==> src/hdl/qrvs_pkg.sv <==
// Package: shared types, constants and step functions for the quadratic solver.
`default_nettype none
package qrvs_pkg;

    // Datapath widths
    localparam int COEF_W     = 16;
    localparam int RES_W      = 32;
    localparam int DISC_W     = 35;
    localparam int SQ_W       = 64;
    localparam int SQ_STAGES  = 32;
    localparam int NUM_W      = 40;
    localparam int DEN_W      = 16;
    localparam int DIV_STAGES = NUM_W;
    localparam int LANES      = 4;

    // Divider lane roles
    localparam int LANE_VX  = 0;
    localparam int LANE_VY  = 1;
    localparam int LANE_R1  = 2;
    localparam int LANE_R2  = 3;

    // Opening direction codes
    localparam logic [1:0] OPEN_NONE = 2'd0;
    localparam logic [1:0] OPEN_UP   = 2'd1;
    localparam logic [1:0] OPEN_DOWN = 2'd2;

    // Root count codes
    localparam logic [1:0] CNT_NONE = 2'd0;
    localparam logic [1:0] CNT_ONE  = 2'd1;
    localparam logic [1:0] CNT_TWO  = 2'd2;

    typedef struct packed {
        logic signed [COEF_W-1:0] coef_quad;
        logic signed [COEF_W-1:0] coef_lin;
        logic signed [COEF_W-1:0] coef_const;
    } qrvs_in_t;

    typedef struct packed {
        logic [1:0]              root_count;
        logic signed [RES_W-1:0] root_first;
        logic signed [RES_W-1:0] root_second;
        logic signed [RES_W-1:0] vertex_x;
        logic signed [RES_W-1:0] vertex_y;
        logic                    vertex_valid;
        logic [1:0]              opening;
        logic                    saturated;
    } qrvs_out_t;

    typedef struct packed {
        logic [DEN_W:0]   rem;
        logic [NUM_W-1:0] nq;
    } div_st_t;

    typedef struct packed {
        logic [SQ_W-1:0] rem;
        logic [SQ_W-1:0] res;
    } sq_st_t;

    typedef struct packed {
        logic [RES_W-1:0] val;
        logic             sat;
    } clip_t;

    // One restoring-division step: bring in the next numerator bit, subtract if it fits
    function automatic div_st_t div_step(div_st_t s, logic [DEN_W-1:0] d);
        logic [DEN_W:0] shifted;
        div_st_t        o;
        shifted = {s.rem[DEN_W-1:0], s.nq[NUM_W-1]};
        if (shifted >= {1'b0, d}) begin
            o.rem = shifted - {1'b0, d};
            o.nq  = {s.nq[NUM_W-2:0], 1'b1};
        end
        else begin
            o.rem = shifted;
            o.nq  = {s.nq[NUM_W-2:0], 1'b0};
        end
        return o;
    endfunction

    // One digit of the integer square root
    function automatic sq_st_t sqrt_step(sq_st_t s, logic [SQ_W-1:0] bitv);
        sq_st_t o;
        if (s.rem >= s.res + bitv) begin
            o.rem = s.rem - (s.res + bitv);
            o.res = (s.res >> 1) + bitv;
        end
        else begin
            o.rem = s.rem;
            o.res = s.res >> 1;
        end
        return o;
    endfunction

    // Apply sign to a quotient magnitude and clip to the signed 32-bit range
    function automatic clip_t clip32(logic neg, logic [NUM_W-1:0] q);
        clip_t o;
        if (!neg && q > NUM_W'(32'h7FFF_FFFF)) begin
            o.val = 32'h7FFF_FFFF;
            o.sat = 1'b1;
        end
        else if (neg && q > NUM_W'(32'h8000_0000)) begin
            o.val = 32'h8000_0000;
            o.sat = 1'b1;
        end
        else begin
            o.val = neg ? (~q[RES_W-1:0] + 1'b1) : q[RES_W-1:0];
            o.sat = 1'b0;
        end
        return o;
    endfunction

endpackage
`default_nettype wire

==> src/hdl/qrvs_div_pipe.sv <==
// Pipelined restoring divider: one quotient bit per stage, unsigned operands.
`default_nettype none
module qrvs_div_pipe (
    input  wire logic                          clk,
    input  wire logic                          en,
    input  wire logic [qrvs_pkg::NUM_W-1:0]    num,
    input  wire logic [qrvs_pkg::DEN_W-1:0]    den,
    output logic      [qrvs_pkg::NUM_W-1:0]    quo
);

    qrvs_pkg::div_st_t                 st_reg [qrvs_pkg::DIV_STAGES];
    logic [qrvs_pkg::DEN_W-1:0]        d_reg  [qrvs_pkg::DIV_STAGES];
    qrvs_pkg::div_st_t                 st_in;

    // Seed the first step with a clear remainder
    always_comb
    begin
        st_in.rem = '0;
        st_in.nq  = num;
    end

    // Advance every stage by one quotient bit
    always_ff @(posedge clk)
    begin
        if (en)
        begin
            st_reg[0] <= qrvs_pkg::div_step(st_in, den);
            d_reg[0]  <= den;
            for (int i = 1; i < qrvs_pkg::DIV_STAGES; i++)
            begin
                st_reg[i] <= qrvs_pkg::div_step(st_reg[i-1], d_reg[i-1]);
                d_reg[i]  <= d_reg[i-1];
            end
        end
    end

    assign quo = st_reg[qrvs_pkg::DIV_STAGES-1].nq;

endmodule
`default_nettype wire

==> config.mk <==
export PLATFORM = sky130hd
export DESIGN_NAME = qrvs_div_pipe
export DESIGN_NICKNAME = d
export VERILOG_FILES = /design/src/hdl/qrvs_pkg.sv /design/src/hdl/qrvs_div_pipe.sv
export SDC_FILE = /design/constraint.sdc
export NUM_CORES = 2
export LEC_CHECK = 0
export BUFFER_PORTS_ARGS = -buffer_cell sky130_fd_sc_hd__clkbuf_2
export CORE_UTILIZATION = 23
export DETAILED_ROUTE_END_ITERATION = 6
export HOLD_SLACK_MARGIN = 0.03
export PLACE_DENSITY = 0.38
export SLEW_MARGIN = 20
export SYNTH_ARGS = -nofsm -noshare
export SYNTH_HDL_FRONTEND = slang
export SYNTH_SLANG_ARGS = --single-unit
==> constraint.sdc <==
create_clock -name clk -period 7.3 [get_ports clk]
set_input_delay 1.095 -clock clk [delete_from_list [all_inputs] [get_ports clk]]
set_output_delay 1.095 -clock clk [all_outputs]
set_load 0.01 [all_outputs]
# After elaboration in Yosys (flattened, before gate mapping)
# Memories as Yosys holds them, arrays and structs flattened.
# Index checks and enable logic that the tools add are counted.
[word_totals]
inputBits = 58
memories = 2
out_inout_bits = 40
wordCells = 164
ram_bits = 2920
regBits = 0
[op_classes]
n_mux = 82
addsub = 40
n_lt_le_gt_ge = 40
[mem_list]
columns = ["name", "depth", "word_bits", "read_ports", "rd_clocked_by_memory_dff", "write_ports", "line", "text"]
rows = [
  ["st_reg", 40, 57, 40, 0, 40, "qrvs_div_pipe.sv:11", "qrvs_pkg::div_st_t st_reg [qrvs_pkg::DIV_STAGES];"],
  ["d_reg", 40, 16, 39, 0, 40, "qrvs_div_pipe.sv:12", "logic [qrvs_pkg::DEN_W-1:0] d_reg [qrvs_pkg::DIV_STAGES];"],
]
[ops]
columns = ["op", "n"]
rows = [
  ["57-bit 2-to-1 mux", 80],
  ["17-bit by 16-bit greater-or-equal comparator with 1-bit output", 39],
  ["17-bit by 16-bit subtractor with 17-bit output", 39],
  ["1-bit by 16-bit subtractor with 17-bit output", 1],
  ["1-bit by 16-bit greater-or-equal comparator with 1-bit output", 1],
  ["1-bit 2-to-1 mux", 2],
]

# Depth between registers and ports, before layout
# An unclocked memory read counts as a cell.
[logic_depth]
ltp_word = 4
depth_mapped = 14

# Least setup slack after synthesis
# No wires, ideal clock.
[synth_path]
kind = "reg-to-reg"
start = "memory st_reg[1][156] (netlist name)"
end = "memory st_reg[1][220] (netlist name) (data pin)"
synth_period_minus_slack_ps = 3188
setup_slack_ps = 4112
arrival_time_ps = 2928
n_path_buf = 1
setup_time_ps = 260
path_stages_with_launch = 11
required_time_ps = 7040
path_cell_list = "edfxtp_1 -> ha_1 -> a21o_1 -> a221o_1 -> a22o_1 -> o21ai_4 -> o211a_1 -> o21ai_2 -> a311oi_4 -> buf_6 -> mux2_4"
[synth_lines]
columns = ["element", "line"]
rows = [
  ["start, declared", "qrvs_div_pipe.sv:11"],
]

==> results.yml <==
status:
  status: "completed"
power:
  clock_power_share_pct: 29.5
  sequentialPowerShare_pct: 40.4
  p_int_mw: 40.1
  swShare_pct: 31.7
  peakVddDrop_mv: 0.210
  power_frac_comb_pct: 30.1
  p_switching_mw: 18.6
  power_leakage_nw: 52.5
  powerDensity_nw_per_um2: 411
route:
  drt-total-wl_um: 242000
  via_per_inst: 4.07
  ant_nets: 0
  first_iter_violations: 4077
  drc: 0
  wire_per_inst_um: 15.2
  dr.pass1.iters: 6
  num_vias: 65000
clock_tree:
  cts_tree: "yes"
  htreeDepth: 5
  clockRootBuffer: "clkbuf_16"
  cts_hold_buf: 0
  post_cts_buffers: 0
  path_clk_slew_ps: 60
  clk_latency_ps: 940
  clkSinkCount: 2848
  cts_buffers: 357
  clockBufferDepth: 4
  cts_resized: 0
die:
  die_x_um: 730
  pin_count: 98
  design.die.area_um2: 533000
  core_area_um2: 528000
  die_h_um: 730
  initial_utilization_pct: 23.1
  rows: 267
finish:
  finalNetCount: 9399
  stdcell_area_um2: 143000
  utilization_pct: 27.0
  layout-drive-gt1-share_pct: 10.4
  largest_reg_flops: 2224
  area_growth_pct: 17.0
  fillCellCount: 53400
logic_synthesis:
  ys_seq_elements: 2848
  synth_top_area_share_pct: 70.1
  post-synth-top-count-cell: "edfxtp_1"
  synth.area.top_cells: "edfxtp_1, ha_1, inv_1"
  yosysWarnings: 0
  yosysUniqueCellTypes: 83
  synth_area_per_cell_um2: 14.7
  synthFlopType: "edfxtp_1"
  synth_area_um2: 122000
  yosysSeqAreaShare_pct: 70.1
  synthArstFlopShare_pct: 0
  synth_cells: 8326
  yosysTopAreaCell: "edfxtp_1"
  syn-num-nets: 9048
  synth_commonest_cells: "edfxtp_1, inv_1, ha_1"
  synth_edf_count: 2848
global_routing:
  grt_usage_pct: 8.84
  grt_remaining_overflow: 0
  grt_antenna_before_repair: 8
  grt_max_degree: 164
  grt_pass1_vias: 66900
  grt_pass1_wl_um: 381000
worst_setup_path:
  crit_type: "register to register"
  r2r_slack_ps: 3450
  critPathRequiredTime_ps: 7970
  reg2reg_depth: 11
  crit_path_end_kind: "register"
  r2r-end: "st_reg[4][108]$_DFFE_PP_"
  r2r-start: "d_reg[4][1]$_DFFE_PP_"
  worstPathArrival_ps: 4520
  crit_fanout: 29
  startpoint_type: "register"
sta:
  setup_violations: 0
  min_period_ps: 3850
  fin_setup_tns_ps: 0
  finalClockSkew_ps: 79.2
  fmax_mhz: 260
  relSlewSlack_pct: 23.7
  worst_pin_slew_ps: 1140
  fin_crit_sh_pct: 52.8
  slew_viol_final: 0
  finalHoldViolations: 0
  grt_setup_unrepaired: "no"
  holdWs_ps: 312
place:
  gp_congestion: 0.804
  dpl.hpwl_um: 160000
  io_buffers: 97
  place_area_um2: 131000
hold_path:
  hold_path_depth: 1
  hold_end: "st_reg[0][2]$_DFFE_PP_"
  worstHoldPathType: "primary input to register"
  min-delay-start: "num[1]"
run:
  max-cap-violations: 0
worst max path at each step:
| stage | cells after the start | slack, ps | to | startpoint |
|---|---|---|---|---|
| global placement | 11 | 3220 | st_reg[2][42]$_DFFE_PP_ | d_reg[1][113]$_DFFE_PP_ |
| detailed placement | 10 | 3400 | st_reg[2][393]$_DFFE_PP_ | st_reg[2][325]$_DFFE_PP_ |
| global route | 11 | 3090 | st_reg[2][393]$_DFFE_PP_ | d_reg[2][81]$_DFFE_PP_ |
| CTS | 10 | 3330 | st_reg[2][393]$_DFFE_PP_ | st_reg[2][325]$_DFFE_PP_ |
| finish | 11 | 3450 | st_reg[4][108]$_DFFE_PP_ | d_reg[4][1]$_DFFE_PP_ |
| floorplan | 10 | 4110 | st_reg[1][220]$_DFFE_PP_ | st_reg[1][156]$_DFFE_PP_ |
through the flow:
step	worst slack [ps]	cells	total power [mW]
6_report	3450	16000	58.6
3_5_place_dp	3400	15300	41.8
3_3_place_gp	3220	15300	41.4
2_1_floorplan	4110	8326	36.8
5_1_grt	3090	16000	62.6
4_1_cts	3330	16000	59.8
per-layer routing:
metal	GRT usage (%)	share of wire (%)
met5	0	0.0037
met4	3.24	3.5
met3	1.60	4.2
met2	14.9	47
met1	11.4	45
cells by family after synthesis:
family / count (synthesis) / share of synthesized area (%)
DFF: 2848 / 70.1
AOI/OAI and AO/OA: 1640 / 8.21
and+or+nand+nor: 1545 / 6.16
buffers and inverters: 946 / 3.08
adders and majority gates: 664 / 7.04
xor gates and xnor gates: 445 / 3.19
muxes: 238 / 2.21
layout by cell type, fill, tap and decap left out, types with 42 or more instances in the layout:
master	count
nor2b_1	97
clkbuf_16	362
clkbuf_2	96
clkbuf_1	64
clkinv_1	74
nand2_1	494
buf_4	42
o21ai_0	572
or3_1	47
a21o_1	123
nand2b_1	120
clkinv_2	68
edfxtp_1	2848
o21a_1	97
nand4_1	65
xor2_1	181
nor3_1	117
mux2_2	191
xnor2_1	264
ha_1	626
inv_1	780
nor2_1	315
and3_1	46
a21oi_1	452
nand3_1	101
power groups by stage:
stage / Clock [mW] / Combinational, mW / Sequential (mW)
after global placement: 0 / 17.4 / 24.1
after detailed placement: 0 / 17.7 / 24.1
final: 17.3 / 17.7 / 23.7
after CTS: 18.2 / 17.8 / 23.8
after global routing: 18.7 / 19.9 / 24.0
after floorplan: 0 / 13.7 / 23.2
area by class of cell:
cell class / count / area [µm²] / area share [%]
multi-input combinational: 4532 / 32800 / 23.0
antenna: 5 / 12.5 / 0.00877
inverter: 780 / 2930 / 2.05
tap: 6994 / 8750 / 6.13
clock inverter: 219 / 2170 / 1.52
timing repair buffer: 158 / 1190 / 0.832
clock buffer: 426 / 9300 / 6.52
sequential: 2848 / 85500 / 59.9
worst max-delay path: stages (launching register included):
cell	delay [ps]
edfxtp_1	440
inv_1	90
ha_1	250
nor2b_1	140
o21ai_0	230
a21oi_1	140
o21ai_0	540
o21ai_0	330
o21ai_0	240
a22o_1	790
inv_1	140
mux2_2	300
Note: power is estimated with default switching activity, not from simulation.
